File: src/rtl/rsas_pkg.sv
// shared types, band limits and helper functions for the session statistics block
`default_nettype none

package rsas_pkg;

  localparam int unsigned FREQ_W    = 32;
  localparam int unsigned TIME_W    = 40;
  localparam int unsigned CNT_W     = 32;
  localparam int unsigned MODE_W    = 4;
  localparam int unsigned IDX_W     = 4;
  localparam int unsigned BAND_W    = 4;
  localparam int unsigned THR_W     = 20;
  localparam int unsigned SEC_W     = 31;
  localparam int unsigned BAND_ROWS = 11;

  localparam logic [THR_W-1:0] THR_RESET = 20'd1000;

  // band edges in hertz, both inclusive, in band code order
  localparam logic [FREQ_W-1:0] BAND_LO [BAND_ROWS] = '{
    32'd1800000,  32'd3500000,  32'd5330000,  32'd7000000,  32'd10100000,
    32'd14000000, 32'd18068000, 32'd21000000, 32'd24890000, 32'd28000000,
    32'd50000000
  };
  localparam logic [FREQ_W-1:0] BAND_HI [BAND_ROWS] = '{
    32'd2000000,  32'd4000000,  32'd5410000,  32'd7300000,  32'd10150000,
    32'd14350000, 32'd18168000, 32'd21450000, 32'd24990000, 32'd29700000,
    32'd54000000
  };

  typedef enum logic [1:0] {
    ACT_POLL   = 2'd0,
    ACT_RECORD = 2'd1,
    ACT_READ   = 2'd2,
    ACT_CLEAR  = 2'd3
  } action_e;

  typedef struct packed {
    action_e             action;
    logic                connected;
    logic [FREQ_W-1:0]   freq_hz;
    logic [MODE_W-1:0]   mode_code;
    logic                keyed;
    logic [TIME_W-1:0]   now_ms;
    logic [IDX_W-1:0]    read_index;
  } item_t;

  typedef struct packed {
    logic [TIME_W-1:0] session_ms;
    logic [TIME_W-1:0] keyed_ms;
    logic [CNT_W-1:0]  qsy_total;
    logic [CNT_W-1:0]  key_total;
    logic [CNT_W-1:0]  recording_total;
    logic [CNT_W-1:0]  band_visits;
    logic [CNT_W-1:0]  mode_visits;
    logic [BAND_W-1:0] current_band;
  } stat_res_t;

  typedef struct packed {
    logic load_a;
    logic load_b;
  } div_en_t;

  function automatic logic [CNT_W-1:0] sat_inc(logic [CNT_W-1:0] v);
    return (&v) ? v : v + 32'd1;
  endfunction

  // first band whose range holds f, 0 when none
  function automatic logic [BAND_W-1:0] band_of(logic [FREQ_W-1:0] f,
                                               int unsigned entries);
    logic [BAND_W-1:0] code;
    code = '0;
    for (int i = BAND_ROWS - 1; i >= 0; i--) begin
      if (i < int'(entries) && f >= BAND_LO[i] && f <= BAND_HI[i]) begin
        code = BAND_W'(i + 1);
      end
    end
    return code;
  endfunction

endpackage

`default_nettype wire

File: src/rtl/rsas_div1000.sv
// two-stage exact divide by 1000 of a 40-bit millisecond count
`default_nettype none

module rsas_div1000
  import rsas_pkg::*;
(
  input  wire logic              clk_i,
  input  wire div_en_t           en_i,
  input  wire logic [TIME_W-1:0] ms_i,
  output logic      [SEC_W-1:0]  sec_o
);

  // x = xh * 2^20 + xl; xh / 1000 first, then (rem * 2^20 + xl) / 1000
  localparam logic [20:0] RecipHi = 21'd1073742;
  localparam logic [30:0] RecipLo = 31'd1099511628;

  logic [40:0] prod_hi;
  logic [10:0] qh_d, qh_q;
  logic [19:0] xh_q, xl_q;
  logic [19:0] qh_x1000;
  logic [19:0] rem_hi;
  logic [29:0] low_part;
  logic [60:0] prod_lo;
  logic [SEC_W-1:0] sec_d, sec_q;

  always_comb begin
    prod_hi = 41'(ms_i[39:20]) * 41'(RecipHi);
    qh_d    = prod_hi[40:30];
  end

  always_ff @(posedge clk_i) begin
    if (en_i.load_a) begin
      qh_q <= qh_d;
      xh_q <= ms_i[39:20];
      xl_q <= ms_i[19:0];
    end
  end

  always_comb begin
    // qh * 1000 as shifts
    qh_x1000 = ({9'd0, qh_q} << 10) - ({9'd0, qh_q} << 4) - ({9'd0, qh_q} << 3);
    rem_hi   = xh_q - qh_x1000;
    low_part = {rem_hi[9:0], xl_q};
    prod_lo  = 61'(low_part) * 61'(RecipLo);
    sec_d    = {qh_q, prod_lo[59:40]};
  end

  always_ff @(posedge clk_i) begin
    if (en_i.load_b) begin
      sec_q <= sec_d;
    end
  end

  assign sec_o = sec_q;

endmodule

`default_nettype wire

File: config.mk
export PLATFORM = sky130hd
export DESIGN_NAME = rsas_div1000
export DESIGN_NICKNAME = d
export VERILOG_FILES = /design/src/rtl/rsas_pkg.sv /design/src/rtl/rsas_div1000.sv
export SDC_FILE = /design/constraint.sdc
export NUM_CORES = 1
export LEC_CHECK = 0
export BUFFER_PORTS_ARGS = -buffer_cell sky130_fd_sc_hd__buf_2
export CAP_MARGIN = 20
export CORE_MARGIN = 5
export CORE_UTILIZATION = 50
export CTS_CLUSTER_DIAMETER = 30
export CTS_CLUSTER_SIZE = 10
export DETAILED_ROUTE_END_ITERATION = 10
export HOLD_SLACK_MARGIN = 0.15
export PLACE_DENSITY = 0.69
export REMOVE_ABC_BUFFERS = 1
export SKIP_CTS_REPAIR_TIMING = 1
export SLEW_MARGIN = 20
export SYNTH_ARGS = -nofsm -noshare
export SYNTH_HDL_FRONTEND = slang
export SYNTH_SLANG_ARGS = --single-unit
export TNS_END_PERCENT = 20
File: constraint.sdc
create_clock -name clk_i -period 8.29 [get_ports clk_i]
set_input_delay 0.4145 -clock clk_i [delete_from_list [all_inputs] [get_ports clk_i]]
set_output_delay 0.4145 -clock clk_i [all_outputs]
set_load 0.01 [all_outputs]
Word level (Yosys, flattened, before mapping) --
Index checks and enable logic that the tools add are counted.
Word-level totals: register bits after elaboration 72, output and inout bits 31, word-level logic and storage cells 9
Operators by class: add/sub/neg operators 3, multipliers 2
Operator list (count):
- $mul A30 B29 Y58 const B | 1
- $mul A20 B20 Y40 const B | 1
- $sub A10 B10 Y10 | 2
- $sub A1 B10 Y10 const A | 1

Logic depth before layout (Yosys ltp) --
depth after elaboration 4, depth in mapped cells 35

Least setup slack after synthesis --
OpenSTA, ideal clock, no wires.
kind reg2reg, start point register qh_q[1], end point register sec_q[16], in the netlist sec_o[16] (data pin), library setup time 0.258 ns, data arrival time 7.533 ns, required time 8.032 ns, setup slack 0.499 ns, cell stages (with the launch flop) 31, path buffers 0, cells stage by stage edfxtp_1 > inv_1 > fa_1 > inv_1 > ha_1 > fa_1 > a21oi_1 > nor2_1 > nor2_1 > xnor2_1 > xnor2_1 > fa_1 > inv_1 > ha_1 > fa_1 > inv_1 > fa_1 > inv_1 > fa_1 > fa_1 > ha_1 > ha_1 > nand4_4 > nor4_4 > nand2_1 > o311a_1 > nand3b_2 > a21oi_4 > o21a_4 > o21ai_1 > xnor2_1
On the way: longest elaborated chain between the ends 4
Ends and longest elaborated chain:
- start, declared | line rsas_div1000.sv:18 | logic [10:0] qh_d, qh_q;
- start signal, assigned | line rsas_div1000.sv:33 | qh_q <= qh_d;
- $sub A1 B10 Y10 | line rsas_div1000.sv:41 | qh_x1000 = ({9'd0, qh_q} << 10) - ({9'd0, qh_q} << 4) - ({9'd0, qh_q} << 3);
- $sub A10 B10 Y10 * | line rsas_div1000.sv:41
- $sub A10 B10 Y10 * | line rsas_div1000.sv:42 | rem_hi = xh_q - qh_x1000;
- $mul A30 B29 Y58 * | line rsas_div1000.sv:44 | prod_lo = 61'(low_part) * 61'(RecipLo);
- net prod_lo[56] | line rsas_div1000.sv:23 | logic [60:0] prod_lo;
- end signal, assigned | line rsas_div1000.sv:50 | sec_q <= sec_d;
- end, declared | line rsas_div1000.sv:24 | logic [SEC_W-1:0] sec_d, sec_q;
Mark *: on every way through the listed nets, which the timed path passes. The rest lies on a longest branch. A chain may end at the register's enable or synchronous reset.

Worst setup path after layout --
start point register qh_q[0], end point register sec_q[19], in the netlist sec_o[19] (data pin)
Same word-level chain as after synthesis.

==> metrics.cfg <==
[floorplanning]
die_area_um2 = 47350
fp.coreArea_um2 = 42890
ioPinCount = 74
start_util_pct = 50.24
row_count = 76
die_x_um = 217.6
die_h_um = 217.6

[yosys]
synthCells = 2112
yosysSeqAreaShare_pct = 10.03
synth-edff-count = 72
syn_area_per_cell_um2 = 10.20
synth_top_area_cell = fa_1
yosysWarnings = 0
synthArstFlopShare_pct = 0
ys_ff_latch = 72
synth_top_area_share_pct = 34.10
synth_area_um2 = 21550
netlist_top_cells_area = fa_1 34%, ha_1 31%, inv_1 13%
ys.flop_type = edfxtp_1
yosys.cell_types.count = 63

[setup_path]
path_common_cell = fa_1
critPathLaunchType = flip-flop
crit_type = reg2reg
cp.arrival_ps = 8070
required_ps = 8360
cp_max_fo = 9
max_stage_delay_ps = 540
cpMaxStageDelayCell = fa_1
end_kind = flip-flop

[cells_and_area]
seq_area_um2 = 2162
final_cell_mix = 749 x inv_1, 534 x ha_1, 367 x fa_1
fillers = 3781
final_nets = 3173
mostFrequentLayoutCell = inv_1
final_core_util_pct = 54.36
n_antenna_cell = 0
multiInputGateArea_um2 = 16710
area_delta_synth_final_pct = 8.199
drive_gt1_share_pct = 7.406

[detailed_routing]
wl_per_cell_um = 18.36
wl_um = 51640
vias = 14350
avgViaCountPerCell = 5.101
drtAntennaViolNets = 0
drt_first_pass_iters = 5
drt_iter0_markers = 605
drc = 0

[flow_run]
cap_violations = 0

[timing]
setup_viol = 0
fmax_mhz = 125.1
tightest_slew_ps = 986.6
finalHoldViolCount = 0
slew_headroom_pct = 34.23
fin_crit_sh_pct = 96.45
tns_ps = 0
fin_crit_ps = 7996
whs_ps = 235.6
drv_slew = 0
fin_skew_ps = 6.047

[global_route]
grt_pass1_vias = 15370
grt-ovfl-total = 0
grt_pass1_wl_um = 82080
antenna_found_initial = 0
track_usage_pct = 22.38
grt_start_max_net_pins = 42

[clocking]
cts.sinks = 72
cts_buffers = 9
cts_htree_levels = 3
clk_latency_ps = 350
clk_pin_slew_ps = 60
clockBufferDepth = 2
clockRootBuffer = clkbuf_16
cts_tree = built

[placed_design]
gp_congestion = 0.9270
dp_hpwl_um = 45890
numPortBuffers = 73

[run_status]
status = completed

[min_path]
min_path_type = in2reg

-- routing by layer --
layer / share of wire, % / routed length [µm] / GRT usage [%] / up-vias
met5: 0 / 0 / 0 / -
met4: 3.3 / 1682 / 8.089 / 0
met3: 3.5 / 1818 / 2.263 / 88
met2: 50 / 26000 / 38.80 / 267
met1: 43 / 22140 / 29.30 / 7199
li1: - / - / - / 6795
-- stage by stage --
stage               setup slack, ps  instances  area [µm²]
finish                        294.2       2813       23310
global route                 -68.17       2813       23310
CTS                          -28.82       2806       23100
detailed placement           -4.190       2790       22810
global placement              112.9       2790       22810
floorplan                     498.7       2109       21540
-- registers in the layout (all words and copies together), names as in the netlist --
register	flops
qh_q	11
sec_o	31
xh_q	10
xl_q	20
-- kinds of logic after synthesis --
logic type / synth area share [%]
adders and majority gates: 65.45
buffers and inverters: 13.14
AOI/OAI and AO/OA: 6.138
and+or+nand+nor: 3.653
DFF: 10.03
xor gates and xnor gates: 1.585
-- Yosys cell counts (3+ instances only) --
library cell and number:
fa_1 367, nor2b_1 6, a211oi_1 8, xnor2_1 27, nor3_1 7, a21oi_2 5, nand3_1 13, ha_1 540
and2_1 7, xor2_1 12, o21bai_1 9, clkbuf_1 3, a21o_1 24, a31oi_1 7, nand2_1 44, a2111oi_0 5
a21oi_1 61, and3_1 8, o21ai_0 31, o2111ai_1 3, inv_1 751, edfxtp_1 72, nor2_1 28, nand4_1 12
o211ai_1 8, nand2b_1 5
-- worst max-delay path, delay by kind of cell, from the launching register on --
kind / cells / cell delay (ps)
AOI/OAI and AO/OA: 5 / 900
DFF: 1 / 380
adders and majority gates: 12 / 5120
xor gates and xnor gates: 1 / 170
buffers and inverters: 7 / 540
and+or+nand+nor: 4 / 600
-- final cells by class --
cell class | instances | share of cell area [%]
flip-flops and latches | 72 | 9.274
repair buffers | 103 | 2.533
inverters | 751 | 12.09
clock inverters | 7 | 0.3005
well taps | 585 | 3.140
multi-input cells | 1286 | 71.70
clock buffers | 9 | 0.9660
-- path summary, 6_finish.rpt --
path | from | endpoint | slack, ps | depth (start not counted)
max reg2reg | qh_q[0] | sec_o[19] | 290 | 29
max | qh_q[0] | sec_o[19] | 290 | 29
min | ms_i[12] | xl_q[12] | 240 | 1
min reg2reg | qh_q[9] | sec_o[29] | 420 | 0
Power is left out: the tool's default activity adds up to more than one toggle a clock period on the data nets, which glitch-free logic cannot reach.
