[config.mk]
export PLATFORM = sky130hd
export DESIGN_NAME = rsas_stats
export DESIGN_NICKNAME = d
export VERILOG_FILES = /design/src/rtl/rsas_pkg.sv /design/src/rtl/rsas_stats.sv
export SDC_FILE = /design/constraint.sdc
export NUM_CORES = 2
export LEC_CHECK = 0
export BUFFER_PORTS_ARGS = -buffer_cell sky130_fd_sc_hd__buf_2
export CORE_MARGIN = 5
export CORE_UTILIZATION = 40
export CTS_BUF_LIST = sky130_fd_sc_hd__clkbuf_16
export DETAILED_ROUTE_END_ITERATION = 12
export PLACE_DENSITY_LB_ADDON = 0.3
export SYNTH_ARGS = -nofsm -noshare
export SYNTH_HDL_FRONTEND = slang
export SYNTH_SLANG_ARGS = --single-unit
export TNS_END_PERCENT = 5
[constraint.sdc]
create_clock -name clk_i -period 18.1 [get_ports clk_i]
set_clock_uncertainty 0.2 [all_clocks]
set_input_delay 0.905 -clock clk_i [delete_from_list [all_inputs] [get_ports clk_i]]
set_output_delay 0.905 -clock clk_i [all_outputs]
set_load 0.01 [all_outputs]
[src/rtl/rsas_pkg.sv]
// shared types, band limits and helper functions for the session statistics block
`default_nettype none

package rsas_pkg;

  localparam int unsigned FREQ_W    = 32;
  localparam int unsigned TIME_W    = 40;
  localparam int unsigned CNT_W     = 32;
  localparam int unsigned MODE_W    = 4;
  localparam int unsigned IDX_W     = 4;
  localparam int unsigned BAND_W    = 4;
  localparam int unsigned THR_W     = 20;
  localparam int unsigned SEC_W     = 31;
  localparam int unsigned BAND_ROWS = 11;

  localparam logic [THR_W-1:0] THR_RESET = 20'd1000;

  // band edges in hertz, both inclusive, in band code order
  localparam logic [FREQ_W-1:0] BAND_LO [BAND_ROWS] = '{
    32'd1800000,  32'd3500000,  32'd5330000,  32'd7000000,  32'd10100000,
    32'd14000000, 32'd18068000, 32'd21000000, 32'd24890000, 32'd28000000,
    32'd50000000
  };
  localparam logic [FREQ_W-1:0] BAND_HI [BAND_ROWS] = '{
    32'd2000000,  32'd4000000,  32'd5410000,  32'd7300000,  32'd10150000,
    32'd14350000, 32'd18168000, 32'd21450000, 32'd24990000, 32'd29700000,
    32'd54000000
  };

  typedef enum logic [1:0] {
    ACT_POLL   = 2'd0,
    ACT_RECORD = 2'd1,
    ACT_READ   = 2'd2,
    ACT_CLEAR  = 2'd3
  } action_e;

  typedef struct packed {
    action_e             action;
    logic                connected;
    logic [FREQ_W-1:0]   freq_hz;
    logic [MODE_W-1:0]   mode_code;
    logic                keyed;
    logic [TIME_W-1:0]   now_ms;
    logic [IDX_W-1:0]    read_index;
  } item_t;

  typedef struct packed {
    logic [TIME_W-1:0] session_ms;
    logic [TIME_W-1:0] keyed_ms;
    logic [CNT_W-1:0]  qsy_total;
    logic [CNT_W-1:0]  key_total;
    logic [CNT_W-1:0]  recording_total;
    logic [CNT_W-1:0]  band_visits;
    logic [CNT_W-1:0]  mode_visits;
    logic [BAND_W-1:0] current_band;
  } stat_res_t;

  typedef struct packed {
    logic load_a;
    logic load_b;
  } div_en_t;

  function automatic logic [CNT_W-1:0] sat_inc(logic [CNT_W-1:0] v);
    return (&v) ? v : v + 32'd1;
  endfunction

  // first band whose range holds f, 0 when none
  function automatic logic [BAND_W-1:0] band_of(logic [FREQ_W-1:0] f,
                                               int unsigned entries);
    logic [BAND_W-1:0] code;
    code = '0;
    for (int i = BAND_ROWS - 1; i >= 0; i--) begin
      if (i < int'(entries) && f >= BAND_LO[i] && f <= BAND_HI[i]) begin
        code = BAND_W'(i + 1);
      end
    end
    return code;
  endfunction

endpackage

`default_nettype wire

[src/rtl/rsas_stats.sv]
// statistics state, per-item update and registered totals
`default_nettype none

module rsas_stats
  import rsas_pkg::*;
#(
  parameter int unsigned BAND_ENTRIES = 11,
  parameter int unsigned MODE_CODES   = 16
) (
  input  wire logic             clk_i,
  input  wire logic             rst_ni,
  input  wire logic             commit_i,
  input  wire item_t            item_i,
  input  wire logic [THR_W-1:0] thr_i,
  output stat_res_t             res_o
);

  localparam int unsigned ModeSlots = (MODE_CODES < 16) ? MODE_CODES : 16;
  localparam int unsigned ModeIdxW  = $clog2(ModeSlots);
  localparam int unsigned BandIdxW  = (BAND_ENTRIES > 1) ? $clog2(BAND_ENTRIES) : 1;

  logic [FREQ_W-1:0] prior_freq_q, prior_freq_d;
  logic [FREQ_W-1:0] last_freq_q, last_freq_d;
  logic              was_keyed_q, was_keyed_d;
  logic [TIME_W-1:0] key_start_q, key_start_d;
  logic [TIME_W-1:0] keyed_sum_q, keyed_sum_d;
  logic [TIME_W-1:0] sess_start_q, sess_start_d;
  logic [CNT_W-1:0]  qsy_cnt_q, qsy_cnt_d;
  logic [CNT_W-1:0]  key_cnt_q, key_cnt_d;
  logic [CNT_W-1:0]  rec_cnt_q, rec_cnt_d;
  logic [BAND_W-1:0] last_band_q, last_band_d;
  logic [MODE_W-1:0] last_mode_q, last_mode_d;
  logic [CNT_W-1:0]  band_cnt_q [BAND_ENTRIES];
  logic [CNT_W-1:0]  band_cnt_d [BAND_ENTRIES];
  logic [CNT_W-1:0]  mode_cnt_q [ModeSlots];
  logic [CNT_W-1:0]  mode_cnt_d [ModeSlots];
  stat_res_t         res_d, res_q;

  logic              is_poll, poll_on, is_clear, is_record;
  logic              key_down, key_up, freq_known, settled;
  logic [TIME_W:0]   key_diff, sess_diff, tot_sum;
  logic [TIME_W-1:0] key_el, add_el, sum_base, total_ms;
  logic [FREQ_W-1:0] delta_up, delta_dn, delta;
  logic [THR_W-1:0]  thr_eff;
  logic              far_move;
  logic [BAND_W-1:0] band;
  logic              band_hit, mode_hit;
  logic [IDX_W-1:0]  band_rd;

  always_comb begin
    is_poll    = (item_i.action == ACT_POLL);
    is_clear   = (item_i.action == ACT_CLEAR);
    is_record  = (item_i.action == ACT_RECORD);
    poll_on    = is_poll && item_i.connected;
    key_down   = poll_on && item_i.keyed && !was_keyed_q;
    key_up     = poll_on && !item_i.keyed && was_keyed_q;
    freq_known = (item_i.freq_hz != '0);
    settled    = poll_on && freq_known && (item_i.freq_hz == prior_freq_q);

    // keyed time: every case reduces to one saturating add
    key_diff = {1'b0, item_i.now_ms} - {1'b0, key_start_q};
    key_el   = key_diff[TIME_W] ? '0 : key_diff[TIME_W-1:0];
    add_el   = (was_keyed_q && !is_clear) ? key_el : '0;
    sum_base = is_clear ? '0 : keyed_sum_q;
    tot_sum  = {1'b0, sum_base} + {1'b0, add_el};
    total_ms = tot_sum[TIME_W] ? '1 : tot_sum[TIME_W-1:0];

    sess_diff = {1'b0, item_i.now_ms} - {1'b0, sess_start_q};

    delta_up = item_i.freq_hz - last_freq_q;
    delta_dn = last_freq_q - item_i.freq_hz;
    delta    = (item_i.freq_hz >= last_freq_q) ? delta_up : delta_dn;
    thr_eff  = (thr_i == '0) ? THR_W'(1) : thr_i;
    far_move = (delta >= {{(FREQ_W-THR_W){1'b0}}, thr_eff});

    band     = band_of(item_i.freq_hz, BAND_ENTRIES);
    band_hit = settled && (band != '0) && (band != last_band_q);
    mode_hit = poll_on && freq_known && (item_i.mode_code != '0)
               && ({1'b0, item_i.mode_code} < 5'(ModeSlots))
               && (item_i.mode_code != last_mode_q);

    was_keyed_d  = poll_on ? item_i.keyed : was_keyed_q;
    key_start_d  = (key_down || (is_clear && was_keyed_q)) ? item_i.now_ms : key_start_q;
    keyed_sum_d  = is_clear ? '0 : (key_up ? total_ms : keyed_sum_q);
    key_cnt_d    = is_clear ? '0 : (key_down ? sat_inc(key_cnt_q) : key_cnt_q);
    rec_cnt_d    = is_clear ? '0 : (is_record ? sat_inc(rec_cnt_q) : rec_cnt_q);
    sess_start_d = is_clear ? item_i.now_ms : sess_start_q;

    prior_freq_d = prior_freq_q;
    if (is_clear || (is_poll && !item_i.connected)) begin
      prior_freq_d = '0;
    end else if (poll_on && freq_known) begin
      prior_freq_d = item_i.freq_hz;
    end

    last_freq_d = last_freq_q;
    qsy_cnt_d   = qsy_cnt_q;
    if (is_clear) begin
      last_freq_d = '0;
      qsy_cnt_d   = '0;
    end else if (settled) begin
      // first settled spot is only a baseline
      if (last_freq_q == '0) begin
        last_freq_d = item_i.freq_hz;
      end else if (far_move) begin
        last_freq_d = item_i.freq_hz;
        qsy_cnt_d   = sat_inc(qsy_cnt_q);
      end
    end

    last_band_d = is_clear ? '0 : (band_hit ? band : last_band_q);
    last_mode_d = is_clear ? '0 : (mode_hit ? item_i.mode_code : last_mode_q);

    for (int i = 0; i < int'(BAND_ENTRIES); i++) begin
      if (is_clear) begin
        band_cnt_d[i] = '0;
      end else if (band_hit && band == BAND_W'(i + 1)) begin
        band_cnt_d[i] = sat_inc(band_cnt_q[i]);
      end else begin
        band_cnt_d[i] = band_cnt_q[i];
      end
    end
    for (int i = 0; i < int'(ModeSlots); i++) begin
      if (is_clear) begin
        mode_cnt_d[i] = '0;
      end else if (mode_hit && item_i.mode_code == MODE_W'(i)) begin
        mode_cnt_d[i] = sat_inc(mode_cnt_q[i]);
      end else begin
        mode_cnt_d[i] = mode_cnt_q[i];
      end
    end

    band_rd = item_i.read_index - IDX_W'(1);

    res_d.session_ms      = (is_clear || sess_diff[TIME_W]) ? '0 : sess_diff[TIME_W-1:0];
    res_d.keyed_ms        = total_ms;
    res_d.qsy_total       = qsy_cnt_d;
    res_d.key_total       = key_cnt_d;
    res_d.recording_total = rec_cnt_d;
    res_d.band_visits     = (item_i.read_index != '0
                             && {1'b0, item_i.read_index} <= 5'(BAND_ENTRIES))
                            ? band_cnt_d[band_rd[BandIdxW-1:0]] : '0;
    res_d.mode_visits     = ({1'b0, item_i.read_index} < 5'(ModeSlots))
                            ? mode_cnt_d[item_i.read_index[ModeIdxW-1:0]] : '0;
    res_d.current_band    = last_band_d;
  end

  always_ff @(posedge clk_i or negedge rst_ni) begin
    if (!rst_ni) begin
      prior_freq_q <= '0;
      last_freq_q  <= '0;
      was_keyed_q  <= 1'b0;
      key_start_q  <= '0;
      keyed_sum_q  <= '0;
      sess_start_q <= '0;
      qsy_cnt_q    <= '0;
      key_cnt_q    <= '0;
      rec_cnt_q    <= '0;
      last_band_q  <= '0;
      last_mode_q  <= '0;
      for (int i = 0; i < int'(BAND_ENTRIES); i++) begin
        band_cnt_q[i] <= '0;
      end
      for (int i = 0; i < int'(ModeSlots); i++) begin
        mode_cnt_q[i] <= '0;
      end
    end else if (commit_i) begin
      prior_freq_q <= prior_freq_d;
      last_freq_q  <= last_freq_d;
      was_keyed_q  <= was_keyed_d;
      key_start_q  <= key_start_d;
      keyed_sum_q  <= keyed_sum_d;
      sess_start_q <= sess_start_d;
      qsy_cnt_q    <= qsy_cnt_d;
      key_cnt_q    <= key_cnt_d;
      rec_cnt_q    <= rec_cnt_d;
      last_band_q  <= last_band_d;
      last_mode_q  <= last_mode_d;
      band_cnt_q   <= band_cnt_d;
      mode_cnt_q   <= mode_cnt_d;
    end
  end

  always_ff @(posedge clk_i) begin
    if (commit_i) begin
      res_q <= res_d;
    end
  end

  assign res_o = res_q;

endmodule

`default_nettype wire

# --- After elaboration in Yosys (flattened, before gate mapping) ---
# Cells that the tools add are included.
classes:
  addsub: 36
  n_lt_le_gt_ge: 27
  eq_ne: 31
  n_mux: 127
  bitwise: 2
  reduce_logical: 110
op_table:
  columns: ["operator", "n"]
  rows:
  - ["2-to-1 mux 32 bit", 103]
  - ["adder 32 x 1 -> 32 bit (second input constant)", 30]
  - ["AND reduction 32 bit", 30]
  - ["binary-select mux 32 bit (select 4 bit)", 2]
  - ["2-to-1 mux 40 bit", 6]
  - ["greater-or-equal comparator 32 x 25 -> 1 bit (second input constant)", 4]
  - ["<= comparator 32 x 25 -> 1 bit (second input constant)", 4]
  - ["subtractor 40 x 40 -> 41 bit", 2]
  - ["greater-or-equal comparator 32 x 23 -> 1 bit (second input constant)", 2]
  - ["greater-or-equal comparator 32 x 24 -> 1 bit (second input constant)", 2]
  - ["<= comparator 32 x 23 -> 1 bit (second input constant)", 2]
  - ["<= comparator 32 x 24 -> 1 bit (second input constant)", 2]
  - ["subtractor 32 bit", 2]
  - ["2-to-1 mux 4 bit", 15]
  - ["logical AND 1 bit", 53]
  - ["== test 4 bit (second input constant)", 12]
  - ["adder 40 x 40 -> 41 bit", 1]
  - ["== test 32 bit", 1]
  - ["== test 4 x 3 -> 1 bit (second input constant)", 8]
  - ["greater-or-equal comparator 32 x 20 -> 1 bit", 1]
  - ["greater-or-equal comparator 32 x 21 -> 1 bit (second input constant)", 1]
  - ["greater-or-equal comparator 32 x 22 -> 1 bit (second input constant)", 1]
  - ["greater-or-equal comparator 32 x 26 -> 1 bit (second input constant)", 1]
  - ["greater-or-equal comparator 32 bit", 1]
  - ["other kinds (25)", 47]
word_totals:
  reg_bits: 1397
  inputBits: 107

# --- Depth between registers and ports, before layout ---
logic_depth:
  depth_word: 22
  mapped_depth: 36
  mapped_depth_nobuf: 34

# --- Worst setup path after synthesis ---
# Ideal clock, no wire load.
synth_timing:
  kind: "input -> register"
  start: "input port item_i[4] (netlist name)"
  end: "register res_q (netlist bit res_o[194]) (data pin)"
  setup_ps: 254
  arrival_time_ps: 7140
  t_required_ps: 17646
  slack_ps: 10507
  stages: 36
  path_buffers: 3
  cell_sequence: "inv_1 -> ha_1 -> inv_1 -> fa_1 -> a21o_1 -> a21o_1 -> a21oi_1 -> o21ai_0 -> a31oi_1 -> o211ai_1 -> o31ai_1 -> a31o_2 -> o21bai_1 -> a21o_1 -> nand2_1 -> a31o_2 -> o21a_1 -> clkbuf_1 -> nor2_1 -> ha_1 -> fa_1 -> a211oi_1 -> o21ai_0 -> a22oi_1 -> o221ai_1 -> o21a_1 -> o2111ai_1 -> a21oi_1 -> o21ai_0 -> a21oi_1 -> nand4_1 -> a31oi_1 -> clkbuf_1 -> buf_1 -> nor2_1 -> inv_1"
synth_rtl:
  columns: ["item", "line", "rtl"]
  rows:
  - ["start, declared", "rsas_stats.sv:13", "input wire item_t item_i,"]
  - ["end signal, assigned", "rsas_stats.sv:186", "res_q <= res_d;"]
  - ["end, declared", "rsas_stats.sv:37", "stat_res_t res_d, res_q;"]

==> results.cfg <==
[floorplanning]
initial_core_util = 0.402
num_rows = 178
die-area_um2 = 246000
io_pins = 351
coreArea_um2 = 235000
die_x_um = 496
die_h_um = 496

[cts]
path_clk_slew_ns = 0.07
cts_max_path_buffers = 3
clock_sink_count = 1397
insertion_delay_ns = 0.84
cts_tree = done
cts_buffers = 166
cts_setup_buffers = 0
root_buffer = clkbuf_16
htree_levels = 4

[timing]
fmax_mhz = 116
min_period_ns = 8.59
slew_violations = 0
setup-tns-final_ns = 0
worst_pin_slew_ns = 1.38
period_share = 0.474
slew_headroom = 0.0817
finalSetupViolCount = 0
hold_violations = 0
rsz0062_at_grt = no

[synthesis]
synth_flop_cell = dfrtp_1
synthesis.nets = 11700
ys_types = 101
synth_edf_count = 244
avgSynthCellArea_um2 = 8.34
async_reset_ff_frac = 0.825
synth_seq_area_share = 0.383
ys_warn_count = 0
synth_seq_cells = 1397
synth_area_um2 = 94400
synth_cells = 11300

[final_layout]
mostFrequentLayoutCells = 1931 x nand2_1, 1250 x o21ai_0, 1153 x dfrtp_1, 752 x nor2_1, 562 x xnor2_1
mostFrequentLayoutCell = nand2_1
drive_gt1_frac = 0.0924
fill_cells = 22800
syn_to_final_growth_pct = 10.8
fin_nets = 11700
multi_input_area_um2 = 54700
regArea_um2 = 36200

[placement]
portBuffers = 350
dp.final_hpwl_um = 239000
place.gp.congestion = 0.985

[drt]
vias = 89000
wl_per_cell_um = 23.6
drtAntennaViolNets = 0
drt_iter0_drc = 9808
viasPerCell = 6.08
route.detailed.drc = 0
dr.pass1.iters = 6
wl_um = 345000

[pwr]
power.total_mw = 8.38
p_leak_nw = 43.5
power_density_nw_per_um2 = 80.2
ir_worst_vdd_uv = 69.3

[worst_setup_path]
cp_slowest_cell = fa_1
crit_fanout = 40
crit_required_ns = 18.62
regToRegSetupSlack_ns = 9.52
crit_arrival_ns = 9.10
crit_family = compound AO/OA/AOI/OAI gates
cp-end-kind = flip-flop
critPathBufInv = 5
max_stage_delay_ns = 0.42
path_class = input pin to flip-flop
worst_setup_path_start_kind = input pin

[global_routing]
grt_pass1_vias = 84200
grtUsageTotal = 0.270
grt_antenna_before_repair = 41
grt_remaining_overflow = 0
grt_pass1_wl_um = 522000
grt_start_max_net_pins = 184

[flow_run]
drv_cap = 0

[worst_hold_path]
hp-class = input pin to flip-flop

[status]
status = complete, no violations
==> registers in the layout (all words and copies together), names as in the netlist <==
| name | cells |
|---|---|
| mode_cnt_q | 512 |
| band_cnt_q | 352 |
| res_o | 244 |
| key_start_q | 40 |
| keyed_sum_q | 40 |
| sess_start_q | 40 |
| key_cnt_q | 32 |
| last_freq_q | 32 |
| prior_freq_q | 32 |
| qsy_cnt_q | 32 |
| rec_cnt_q | 32 |
| last_band_q | 4 |
| last_mode_q | 4 |
| was_keyed_q | 1 |
==> report_power, final <==
part	switching, mW	leakage (nW)	total (mW)	internal, mW
Combinational	1.02	22.3	1.50	0.478
Clock	1.49	2.82	3.47	1.99
Sequential	0.0682	18.3	3.41	3.34
==> layer usage <==
| layer | vias to the layer above | track usage | wire (um) |
|---|---|---|---|
| met3 | 851 | 0.0591 | 32600 |
| met2 | 4236 | 0.416 | 152000 |
| met4 | 16 | 0.112 | 16200 |
| met1 | 43300 | 0.368 | 144000 |
| li1 | 40600 | - | - |
| met5 | - | 0 | 88 |
==> final timing paths <==
kind,startpoint,end,cells past startpoint
worst min register to register,mode_cnt_q[505],mode_cnt_q[505],1
worst max-delay path,item_i[4],keyed_sum_q[2],36
min in group asynchronous,rst_ni,mode_cnt_q[203],2
worst max register to register,key_start_q[0],keyed_sum_q[2],34
max in group asynchronous,rst_ni,last_freq_q[13],6
worst min-delay path,item_i[44],was_keyed_q,2
==> stage by stage <==
stage                util  hold WS, ns  cell area [um2]  cells  setup slack (ns)
floorplan               -        0.248            94400  11300             10.51
global placement    0.421        0.263            99000  14300              9.07
detailed placement  0.421        0.265            99000  14300              8.85
CTS                 0.445       0.0937           105000  14600              9.67
global route        0.445        0.107           105000  14600              9.03
finish              0.445        0.152           105000  14600              9.51
==> final cells by class <==
type	instances	share of cell area
Antenna cell	16	0.000383
Clock buffer	170	0.0407
Clock inverter	139	0.0123
Inverter	300	0.0108
Multi-Input combinational cell	8958	0.523
Sequential cell	1397	0.346
Tap cell	3150	0.0377
Timing Repair Buffer	497	0.0287
==> Yosys cell counts (all sizes together) (47+ instances only) <==
cell type	count	area, um2
edfxtp	244	7330
o31ai	352	2640
nand4	173	1080
a211oi	70	536
nor3	211	1080
ha	234	2930
a22o	47	412
nand3	399	2000
dfrtp	1153	28900
a21oi	400	2010
a21o	131	983
o211ai	54	415
a31oi	56	350
and4	67	587
nor2b	55	344
and3	365	2280
a221oi	54	473
or3	47	299
xnor2	563	4930
nand2	1935	7260
xor2	469	4130
clkbuf	564	2120
buf	99	420
mux2	179	2020
o22ai	112	701
nor4	95	643
o21ai	1254	6280
inv	297	1110
o221ai	76	666
and2	191	1190
nor2	766	2880
o41ai	49	437
==> worst reg2reg max path: cells and delay by family (launching register included) <==
family,cells,cell delay (ns)
compound gates,23,5.32
fa+ha+maj,4,1.24
buf+inv,3,0.78
flops,1,0.35
mux,1,0.27
simple gates,3,0.32
==> what timing repair did <==
action / in CTS / in global routing
resized for setup: 0 / 0
hold buffers: 1 / 0
endpoints found under the hold margin: 116 / 0
==> logic make-up after synthesis <==
| family | synth area share |
|---|---|
| buffers and inverters | 0.0388 |
| flip-flops | 0.383 |
| adder cells (fa/ha/maj) | 0.0321 |
| multiplexers | 0.0302 |
| AO/OA/AOI/OAI | 0.198 |
| AND/OR/NAND/NOR | 0.221 |
| XOR/XNOR | 0.0960 |
(Power assumes the default switching activity.)
